===== src/sv/assert_macros.svh =====
// Assertion macros used by the matrix multiplier controller RTL.
`ifndef ASSERT_MACROS_SVH
`define ASSERT_MACROS_SVH

`ifndef NO_ASSERTIONS

// Clocked property check with asynchronous active-low reset disable.
`define SQMM_ASSERT(lbl, clk, rstn, prop) \
  lbl: assert property (@(posedge clk) disable iff (!rstn) prop) \
    else $error("%m: assertion failed");

// Condition that must never be seen at a clock edge.
`define SQMM_ASSERT_NEVER(lbl, clk, rstn, expr) \
  lbl: assert property (@(posedge clk) disable iff (!rstn) !(expr)) \
    else $error("%m: forbidden condition seen");

`else

`define SQMM_ASSERT(lbl, clk, rstn, prop)
`define SQMM_ASSERT_NEVER(lbl, clk, rstn, expr)

`endif

`endif


===== src/sv/sqmm_pkg.sv =====
// Shared constants, types and controller/datapath interface for the matrix multiplier.
package sqmm_pkg;

  localparam int unsigned ELEMENT_BITS  = 32;
  localparam int unsigned FRACTION_BITS = 16;
  localparam int unsigned MAX_SIZE_DEF  = 4;
  localparam int unsigned SIZE_BITS     = 3;
  localparam logic [SIZE_BITS-1:0] SIZE_RESET = 3'd4;

  typedef enum logic {
    ST_LOAD,
    ST_RUN
  } ctl_state_e;

  // controller -> datapath
  typedef struct packed {
    logic issue;     // read both stores this cycle (pipeline advancing)
    logic first;     // first term of a dot product
    logic last;      // last term of a dot product
    logic fin;       // last term of the last product element
    logic wr_en;     // store the accepted element
    logic wr_right;  // element belongs to the right matrix
  } cmd_t;

  // datapath -> controller
  typedef struct packed {
    logic advance;   // pipeline may move this cycle
  } stat_t;

endpackage


===== src/sv/sqmm_ctrl.sv =====
// Controller: size register, load sequencing and dot-product address generation.
module sqmm_ctrl #(
  parameter int unsigned MAX_SIZE = sqmm_pkg::MAX_SIZE_DEF
) (
  input  logic                                clk_i,
  input  logic                                rst_ni,
  input  logic                                cfg_we_i,
  input  logic [sqmm_pkg::SIZE_BITS-1:0]      cfg_wdata_i,
  input  logic                                in_valid_i,
  output logic                                in_ready_o,
  output sqmm_pkg::cmd_t                      cmd_o,
  output logic [$clog2(MAX_SIZE*MAX_SIZE)-1:0] wr_addr_o,
  output logic [$clog2(MAX_SIZE*MAX_SIZE)-1:0] l_addr_o,
  output logic [$clog2(MAX_SIZE*MAX_SIZE)-1:0] r_addr_o,
  input  sqmm_pkg::stat_t                     stat_i
);
  import sqmm_pkg::*;

  `include "assert_macros.svh"

  localparam int unsigned AW = $clog2(MAX_SIZE*MAX_SIZE);
  localparam int unsigned IW = $clog2(MAX_SIZE);
  localparam int unsigned NW = $clog2(MAX_SIZE+1);

  ctl_state_e           state_q, state_d;
  logic [SIZE_BITS-1:0] size_q, size_d;
  logic [AW-1:0]        ptr_q, ptr_d;
  logic                 right_q, right_d;
  logic [IW-1:0]        i_q, i_d, j_q, j_d, k_q, k_d;
  logic [AW-1:0]        row_q, row_d, col_q, col_d;

  logic [31:0]   size_w;
  logic [NW-1:0] n;
  logic [2*NW-1:0] nn;
  logic [AW-1:0] nn_m1;
  logic [AW-1:0] n_a;
  logic [IW-1:0] n_m1;
  logic          accept, step, k_last, j_last, i_last;

  // effective size: clamp into 2..MAX_SIZE
  always_comb begin
    size_w = 32'(size_q);
    if (size_w < 32'd2) begin
      n = NW'(2);
    end else if (size_w > 32'(MAX_SIZE)) begin
      n = NW'(MAX_SIZE);
    end else begin
      n = NW'(size_w);
    end
    nn    = (2*NW)'(n) * (2*NW)'(n);
    nn_m1 = AW'(nn - (2*NW)'(1));
    n_a   = AW'(n);
    n_m1  = IW'(n - NW'(1));
  end

  assign in_ready_o = (state_q == ST_LOAD);
  assign accept     = in_ready_o && in_valid_i;
  assign step       = (state_q == ST_RUN) && stat_i.advance;
  assign k_last     = (k_q == n_m1);
  assign j_last     = (j_q == n_m1);
  assign i_last     = (i_q == n_m1);

  assign wr_addr_o = ptr_q;
  assign l_addr_o  = row_q + AW'(k_q);
  assign r_addr_o  = col_q;

  always_comb begin
    cmd_o.issue    = step;
    cmd_o.first    = (k_q == '0);
    cmd_o.last     = k_last;
    cmd_o.fin      = k_last && j_last && i_last;
    cmd_o.wr_en    = accept;
    cmd_o.wr_right = right_q;
  end

  always_comb begin
    state_d = state_q;
    size_d  = size_q;
    ptr_d   = ptr_q;
    right_d = right_q;
    i_d     = i_q;
    j_d     = j_q;
    k_d     = k_q;
    row_d   = row_q;
    col_d   = col_q;
    case (state_q)
      ST_LOAD: begin
        if (accept) begin
          if (ptr_q == nn_m1) begin
            ptr_d = '0;
            if (right_q) begin
              right_d = 1'b0;
              state_d = ST_RUN;
              i_d     = '0;
              j_d     = '0;
              k_d     = '0;
              row_d   = '0;
              col_d   = '0;
            end else begin
              right_d = 1'b1;
            end
          end else begin
            ptr_d = ptr_q + AW'(1);
          end
        end
      end
      ST_RUN: begin
        if (step) begin
          if (!k_last) begin
            k_d   = k_q + IW'(1);
            col_d = col_q + n_a;
          end else begin
            k_d = '0;
            if (!j_last) begin
              j_d   = j_q + IW'(1);
              col_d = AW'(j_q) + AW'(1);
            end else begin
              j_d   = '0;
              col_d = '0;
              if (!i_last) begin
                i_d   = i_q + IW'(1);
                row_d = row_q + n_a;
              end else begin
                state_d = ST_LOAD;
              end
            end
          end
        end
      end
      default: begin
        state_d = ST_LOAD;
      end
    endcase
    // a size write drops any partial load
    if (cfg_we_i) begin
      size_d  = cfg_wdata_i;
      ptr_d   = '0;
      right_d = 1'b0;
    end
  end

  always_ff @(posedge clk_i or negedge rst_ni) begin
    if (!rst_ni) begin
      state_q <= ST_LOAD;
      size_q  <= SIZE_RESET;
      ptr_q   <= '0;
      right_q <= 1'b0;
      i_q     <= '0;
      j_q     <= '0;
      k_q     <= '0;
      row_q   <= '0;
      col_q   <= '0;
    end else begin
      state_q <= state_d;
      size_q  <= size_d;
      ptr_q   <= ptr_d;
      right_q <= right_d;
      i_q     <= i_d;
      j_q     <= j_d;
      k_q     <= k_d;
      row_q   <= row_d;
      col_q   <= col_d;
    end
  end

  `SQMM_ASSERT(a_fin_is_last_term, clk_i, rst_ni, cmd_o.fin && cmd_o.issue |-> cmd_o.last)
  `SQMM_ASSERT(a_fin_reopens_load, clk_i, rst_ni, (cmd_o.issue && cmd_o.fin) |=> in_ready_o)
  `SQMM_ASSERT(a_stall_holds_addr, clk_i, rst_ni, (state_q == ST_RUN && !stat_i.advance) |=> ($stable(l_addr_o) && $stable(r_addr_o)))
  `SQMM_ASSERT(a_run_starts_at_zero, clk_i, rst_ni, (accept && right_q && ptr_q == nn_m1 && !cfg_we_i) |=> (state_q == ST_RUN && l_addr_o == '0 && r_addr_o == '0))

endmodule


===== src/sv/sqmm_dp.sv =====
// Datapath: element stores, multiply-accumulate pipeline, scaling and output register.
module sqmm_dp #(
  parameter int unsigned MAX_SIZE = sqmm_pkg::MAX_SIZE_DEF
) (
  input  logic                                       clk_i,
  input  logic                                       rst_ni,
  input  sqmm_pkg::cmd_t                             cmd_i,
  input  logic [$clog2(MAX_SIZE*MAX_SIZE)-1:0]       wr_addr_i,
  input  logic [$clog2(MAX_SIZE*MAX_SIZE)-1:0]       l_addr_i,
  input  logic [$clog2(MAX_SIZE*MAX_SIZE)-1:0]       r_addr_i,
  input  logic signed [sqmm_pkg::ELEMENT_BITS-1:0]   element_value_i,
  output sqmm_pkg::stat_t                            stat_o,
  output logic                                       out_valid_o,
  input  logic                                       out_ready_i,
  output logic signed [sqmm_pkg::ELEMENT_BITS-1:0]   product_value_o,
  output logic                                       is_last_o
);
  import sqmm_pkg::*;

  localparam int unsigned DEPTH = MAX_SIZE*MAX_SIZE;
  localparam int unsigned EB    = ELEMENT_BITS;
  localparam int unsigned ACW   = 2*EB + $clog2(MAX_SIZE);
  localparam logic signed [ACW-1:0] SAT_HI = {{(ACW-EB+1){1'b0}}, {(EB-1){1'b1}}};
  localparam logic signed [ACW-1:0] SAT_LO = {{(ACW-EB+1){1'b1}}, {(EB-1){1'b0}}};

  logic [EB-1:0] left_mem  [DEPTH];
  logic [EB-1:0] right_mem [DEPTH];

  logic                   adv;
  logic signed [EB-1:0]   l_rd_q, r_rd_q;
  logic                   v1_q, first1_q, last1_q, fin1_q;
  logic signed [2*EB-1:0] prod_q;
  logic                   v2_q, first2_q, last2_q, fin2_q;
  logic signed [ACW-1:0]  acc_q, prod_ext, shifted;
  logic                   done3_q, fin3_q;
  logic                   out_valid_q, is_last_q;
  logic signed [EB-1:0]   product_q, product_d;

  // whole pipeline moves only when the output register can take a result
  assign adv            = !out_valid_q || out_ready_i;
  assign stat_o.advance = adv;

  always_ff @(posedge clk_i) begin
    if (cmd_i.wr_en && !cmd_i.wr_right) begin
      left_mem[wr_addr_i] <= element_value_i;
    end
    if (cmd_i.wr_en && cmd_i.wr_right) begin
      right_mem[wr_addr_i] <= element_value_i;
    end
  end

  // registered store reads and multiplier stage
  always_ff @(posedge clk_i) begin
    if (adv) begin
      l_rd_q   <= left_mem[l_addr_i];
      r_rd_q   <= right_mem[r_addr_i];
      first1_q <= cmd_i.first;
      last1_q  <= cmd_i.last;
      fin1_q   <= cmd_i.fin;
      prod_q   <= (2*EB)'(l_rd_q) * (2*EB)'(r_rd_q);
      first2_q <= first1_q;
      last2_q  <= last1_q;
      fin2_q   <= fin1_q;
      fin3_q   <= fin2_q;
    end
  end

  assign prod_ext = ACW'(prod_q);
  assign shifted  = acc_q >>> FRACTION_BITS;

  always_ff @(posedge clk_i) begin
    if (adv && v2_q) begin
      acc_q <= first2_q ? prod_ext : acc_q + prod_ext;
    end
  end

  always_comb begin
    if (shifted > SAT_HI) begin
      product_d = SAT_HI[EB-1:0];
    end else if (shifted < SAT_LO) begin
      product_d = SAT_LO[EB-1:0];
    end else begin
      product_d = shifted[EB-1:0];
    end
  end

  always_ff @(posedge clk_i) begin
    if (adv && done3_q) begin
      product_q <= product_d;
      is_last_q <= fin3_q;
    end
  end

  always_ff @(posedge clk_i or negedge rst_ni) begin
    if (!rst_ni) begin
      v1_q        <= 1'b0;
      v2_q        <= 1'b0;
      done3_q     <= 1'b0;
      out_valid_q <= 1'b0;
    end else if (adv) begin
      v1_q        <= cmd_i.issue;
      v2_q        <= v1_q;
      done3_q     <= v2_q && last2_q;
      out_valid_q <= done3_q;
    end
  end

  assign out_valid_o     = out_valid_q;
  assign product_value_o = product_q;
  assign is_last_o       = is_last_q;

endmodule


===== src/sv/small_matrix_multiply_core.sv =====
// Top level of the square fixed-point matrix multiplier (sizes 2 up to MAX_SIZE).
//
// Usage: write matrix_size (3 bits) through cfg_we_i/cfg_wdata_i while idle;
// any write restarts the current load. Sizes below 2 act as 2, above MAX_SIZE
// as MAX_SIZE. Each request on the input channel (in_valid_i/in_ready_o)
// carries one signed Q16.16 element: n*n left elements row-major, then n*n
// right elements row-major. The element completing the right matrix starts
// the product; n*n results then leave on the output channel
// (out_valid_o/out_ready_i), row-major, is_last_o high on the final one.
// Each result is the exact dot product shifted right by 16 (toward minus
// infinity) and saturated to 32 bits.
// Loading accepts an element whenever in_valid_i is high. A single
// multiply-accumulate unit does the work, one term per cycle unless the
// receiver stalls the output register, so a product has n*n*n terms.
// Input is refused from the last element until the final term is issued.
// A stalled receiver freezes the whole MAC pipeline behind the output
// register; nothing is lost. Reset sets size 4, empties the pipeline and
// starts a fresh load; the stores keep stale data that is never read.
module small_matrix_multiply_core #(
  parameter int unsigned MAX_SIZE = sqmm_pkg::MAX_SIZE_DEF
) (
  input  logic                                     clk_i,
  input  logic                                     rst_ni,
  input  logic                                     cfg_we_i,
  input  logic [sqmm_pkg::SIZE_BITS-1:0]           cfg_wdata_i,
  input  logic                                     in_valid_i,
  output logic                                     in_ready_o,
  input  logic signed [sqmm_pkg::ELEMENT_BITS-1:0] element_value_i,
  output logic                                     out_valid_o,
  input  logic                                     out_ready_i,
  output logic signed [sqmm_pkg::ELEMENT_BITS-1:0] product_value_o,
  output logic                                     is_last_o
);
  import sqmm_pkg::*;

  localparam int unsigned AW = $clog2(MAX_SIZE*MAX_SIZE);

  cmd_t          cmd;
  stat_t         stat;
  logic [AW-1:0] wr_addr, l_addr, r_addr;

  // sequencer: size register, load pointer, i/j/k loop counters
  sqmm_ctrl #(
    .MAX_SIZE (MAX_SIZE)
  ) u_ctrl (
    .clk_i       (clk_i),
    .rst_ni      (rst_ni),
    .cfg_we_i    (cfg_we_i),
    .cfg_wdata_i (cfg_wdata_i),
    .in_valid_i  (in_valid_i),
    .in_ready_o  (in_ready_o),
    .cmd_o       (cmd),
    .wr_addr_o   (wr_addr),
    .l_addr_o    (l_addr),
    .r_addr_o    (r_addr),
    .stat_i      (stat)
  );

  // stores, MAC pipeline, scale/saturate and the output register
  sqmm_dp #(
    .MAX_SIZE (MAX_SIZE)
  ) u_dp (
    .clk_i           (clk_i),
    .rst_ni          (rst_ni),
    .cmd_i           (cmd),
    .wr_addr_i       (wr_addr),
    .l_addr_i        (l_addr),
    .r_addr_i        (r_addr),
    .element_value_i (element_value_i),
    .stat_o          (stat),
    .out_valid_o     (out_valid_o),
    .out_ready_i     (out_ready_i),
    .product_value_o (product_value_o),
    .is_last_o       (is_last_o)
  );

endmodule

===== config.mk =====
export PLATFORM = sky130hd
export DESIGN_NAME = small_matrix_multiply_core
export DESIGN_NICKNAME = d
export VERILOG_FILES = /design/src/sv/sqmm_pkg.sv /design/src/sv/sqmm_ctrl.sv /design/src/sv/sqmm_dp.sv /design/src/sv/small_matrix_multiply_core.sv
export VERILOG_INCLUDE_DIRS = /design/src /design/src/sv
export SDC_FILE = /design/constraint.sdc
export NUM_CORES = 2
export LEC_CHECK = 0
export ABC_AREA = 1
export BUFFER_PORTS_ARGS = -buffer_cell sky130_fd_sc_hd__clkbuf_2
export CORE_MARGIN = 5
export CORE_UTILIZATION = 56
export DETAILED_ROUTE_END_ITERATION = 8
export PLACE_DENSITY_LB_ADDON = 0.25
export SKIP_CTS_REPAIR_TIMING = 1
export SLEW_MARGIN = 30
export SYNTH_ARGS = -nofsm -noshare
export SYNTH_HDL_FRONTEND = slang
export SYNTH_SLANG_ARGS = --single-unit

===== constraint.sdc =====
create_clock -name clk_i -period 8.3 [get_ports clk_i]
set_clock_uncertainty 0.15 [all_clocks]
set_input_delay 1.66 -clock clk_i [delete_from_list [all_inputs] [get_ports clk_i]]
set_output_delay 1.66 -clock clk_i [all_outputs]
set_load 0.05 [all_outputs]

==> results by group <==
Status
  – Status: completed

Synth
  – Syn_area_per_cell: 10.06 µm²
  – Post-Syn Area: around 0.094 mm²
  – Cells after synthesis: about 9300
  – Synth async-reset ratio: approximately 2.1%
  – Synth warn: 0
  – Flops & latches, synth: approximately 1300
  – Top post-synthesis cells by area: edfxtp_1 40%, fa_1 23%, inv_1 8.3%
  – Netlist cell types: 55
  – Cell taking the most area after synthesis: edfxtp_1
  – Area fraction of the dominant cell type after synthesis: 40.28%
  – EDFF count, synth: 1258
  – Post-synth net total: roughly 11000
  – Post-synth top flop: edfxtp_1
  – Register area share after synthesis: about two fifths

Min path
  – Hold WC Path Type: reg2reg
  – Worst Hold Depth: 0
  – Hold_sp: u_dp.first1_q
  – WHS Endpoint: u_dp.first2_q

STA
  – Final Slew Violations: 0
  – Setup-failing EPs final: 0
  – RSZ-0062 raised after global routing: false
  – Measured slew at the worst slew-check pin: between 1 and 1.5 ns
  – Post-route clock period utilization: 96.70%
  – F_max: approximately 0.12 GHz
  – WHS: approximately 0.27 ns
  – TNS Setup: 0 ns
  – Fin crit period: around 8.0 ns
  – Slew Limit Headroom: between 20% and 30%
  – Final Hold Viols: 0

Worst setup path
  – Max incr delay on CP: between 0.9 and 1 ns
  – FF-to-FF End: u_dp.prod_q[59]
  – CP arrival: ~8.4 ns
  – Worst-path maximum fanout: 18
  – Worst path top cell family by delay: adder cells
  – Worst Setup SP: u_dp.r_rd_q[13]
  – R2r setup slk: around 0.27 ns
  – CP max-delay cell: edfxtp_1
  – Crit path kind: reg2reg
  – CP startpoint kind: flop
  – Reg2reg path depth: 25
  – Req. time, crit path: 8.70 ns
  – Startpoint of the worst register-to-register path: u_dp.r_rd_q[13]
  – CP Capture Type: flop
  – Crit-path most repeated cell: fa_1
  – CP Buf/Inv Count: 7

Cells and area
  – Final net count: between 10000 and 15000
  – Commonest non-fill, non-tap cells in the layout: 2070 x inv_1, 1793 x nand2_1, 1258 x edfxtp_1
  – Antenna fix cells: 0
  – Fraction of layout cells with a size suffix above 1: under 10%
  – Commonest non-fill, non-tap cell in the layout: inv_1
  – Area Growth Syn to Fin: 8.143%

Detailed routing
  – Final wirelength: 260200 µm
  – Initial drt markers: between 6000 and 7000
  – Detailed-route wire length per cell: around 22 µm
  – Vias: 65060
  – Remaining DRCs: 0
  – Post-DRT Antenna Nets: 0
  – DR pass1 iterations: 7
  – Vias per inst: 5.597

Global route
  – GRT met2 Usage: between 40% and 50%
  – Grt total ovfl: 0
  – Initial antenna violation count: 2
  – Met1 GRT Util: between 40% and 50%
  – Busiest grt layer: met2
  – Global Route Usage Sum: between 30% and 40%
  – Routing usage on met3: 4.199%
  – First-pass GRT wire length: roughly 400000 µm
  – Pin count of the biggest net entering global routing: roughly 190
  – Number of global-route vias before repair: 66970

Floorplan
  – Num rows: 150
  – Core ar.: 0.1668 mm²
  – Starting Density: a little under three fifths
  – Die Y: around 420 µm
  – I/O pin cnt: 75
  – Die area: 0.1758 mm²
  – Die Wd: 419.2 µm

CTS
  – Clk slew on worst S/H paths: 0.06 ns
  – CTS tree: done
  – CTS H-tree lvls: 4
  – CTS Buf Count: 136
  – Worst skew pair latency: about 0.8 ns
  – Root Driver: clkbuf_16
  – CTS Buffer Depth: 3
  – Clock sinks: about 1300

Placed design
  – Routability Congestion: 0.9709
  – Buffers on Ports: between 70 and 80
  – Post-DP HPWL: 183800 µm

Run
  – Max capacitance violation total: 0
==> flip-flops by register name (all words and copies together), names as in the netlist, 32 cells and up <==
name                  count
u_dp.l_rd_q              32
u_dp.r_rd_q              32
u_dp.product_value_o     32
u_dp.right_mem          512
u_dp.acc_q               66
u_dp.left_mem           512
u_dp.prod_q              64
==> cells in the mapped netlist, drive strengths merged (26+ instances only) <==
| master | number |
|---|---|
| a21oi | 472 |
| nand4 | 26 |
| nor3 | 38 |
| ha | 264 |
| buf | 76 |
| edfxtp | 1258 |
| nand2 | 1805 |
| dfrtp | 26 |
| nor2 | 415 |
| o21bai | 28 |
| o21ai | 587 |
| xor2 | 57 |
| xnor2 | 26 |
| nand3 | 210 |
| mux2i | 256 |
| clkbuf | 327 |
| fa | 1086 |
| inv | 2083 |
| o211ai | 156 |
==> stage by stage <==
step	instance area [µm²]	cells	util, %	setup slack [ns]
floorplan	93790	9320	-	0.8116
global placement	96990	11370	58.13	0.3250
detailed placement	97020	11370	58.15	0.2845
CTS	101300	11620	60.73	0.2763
global route	101400	11620	60.79	0.02083
finish	101400	11620	60.79	0.2735
==> worst max-delay path by stage <==
stage	to	slack, ns	depth (start not counted)
floorplan	u_dp.prod_q[58]	0.81	25
global placement	u_dp.prod_q[31]	0.33	23
detailed placement	u_dp.prod_q[61]	0.28	25
CTS	u_dp.prod_q[61]	0.28	25
global route	u_dp.prod_q[63]	0.02	25
finish	u_dp.prod_q[59]	0.27	25
==> kinds of logic (layout without fill, tap and decap cells) <==
group                    after synthesis  count (layout)  share of synthesized area, %
flip-flops                          1285            1285                         41.00
AND/OR/NAND/NOR                     2557            2557                         11.00
multiplexers                         258             258                         2.756
XOR/XNOR                              83              83                        0.7751
buffers and inverters               2487            2587                         10.16
adder cells (fa/ha/maj)             1350            1350                         26.70
AO/OA/AOI/OAI                       1300            1300                         7.614
==> layer usage <==
metal / wire, µm / vias up
met5: 0 / -
met4: 10910 / 0
met3: 19200 / 514
met2: 125200 / 2650
met1: 104800 / 32540
li1: - / 29360
==> area by class of cell <==
cell class	instances	area, µm²
Fill cell	13640	65420
Sequential cell	1285	38460
Timing Repair Buffer	257	1986
Clock inverter	80	779.5
Inverter	2084	7831
Tap cell	2204	2758
Clock buffer	166	3526
Multi-Input combinational cell	5548	46080
Power is left out: the tool's default activity adds up to more than one toggle a clock period on the data nets, which glitch-free logic cannot reach.
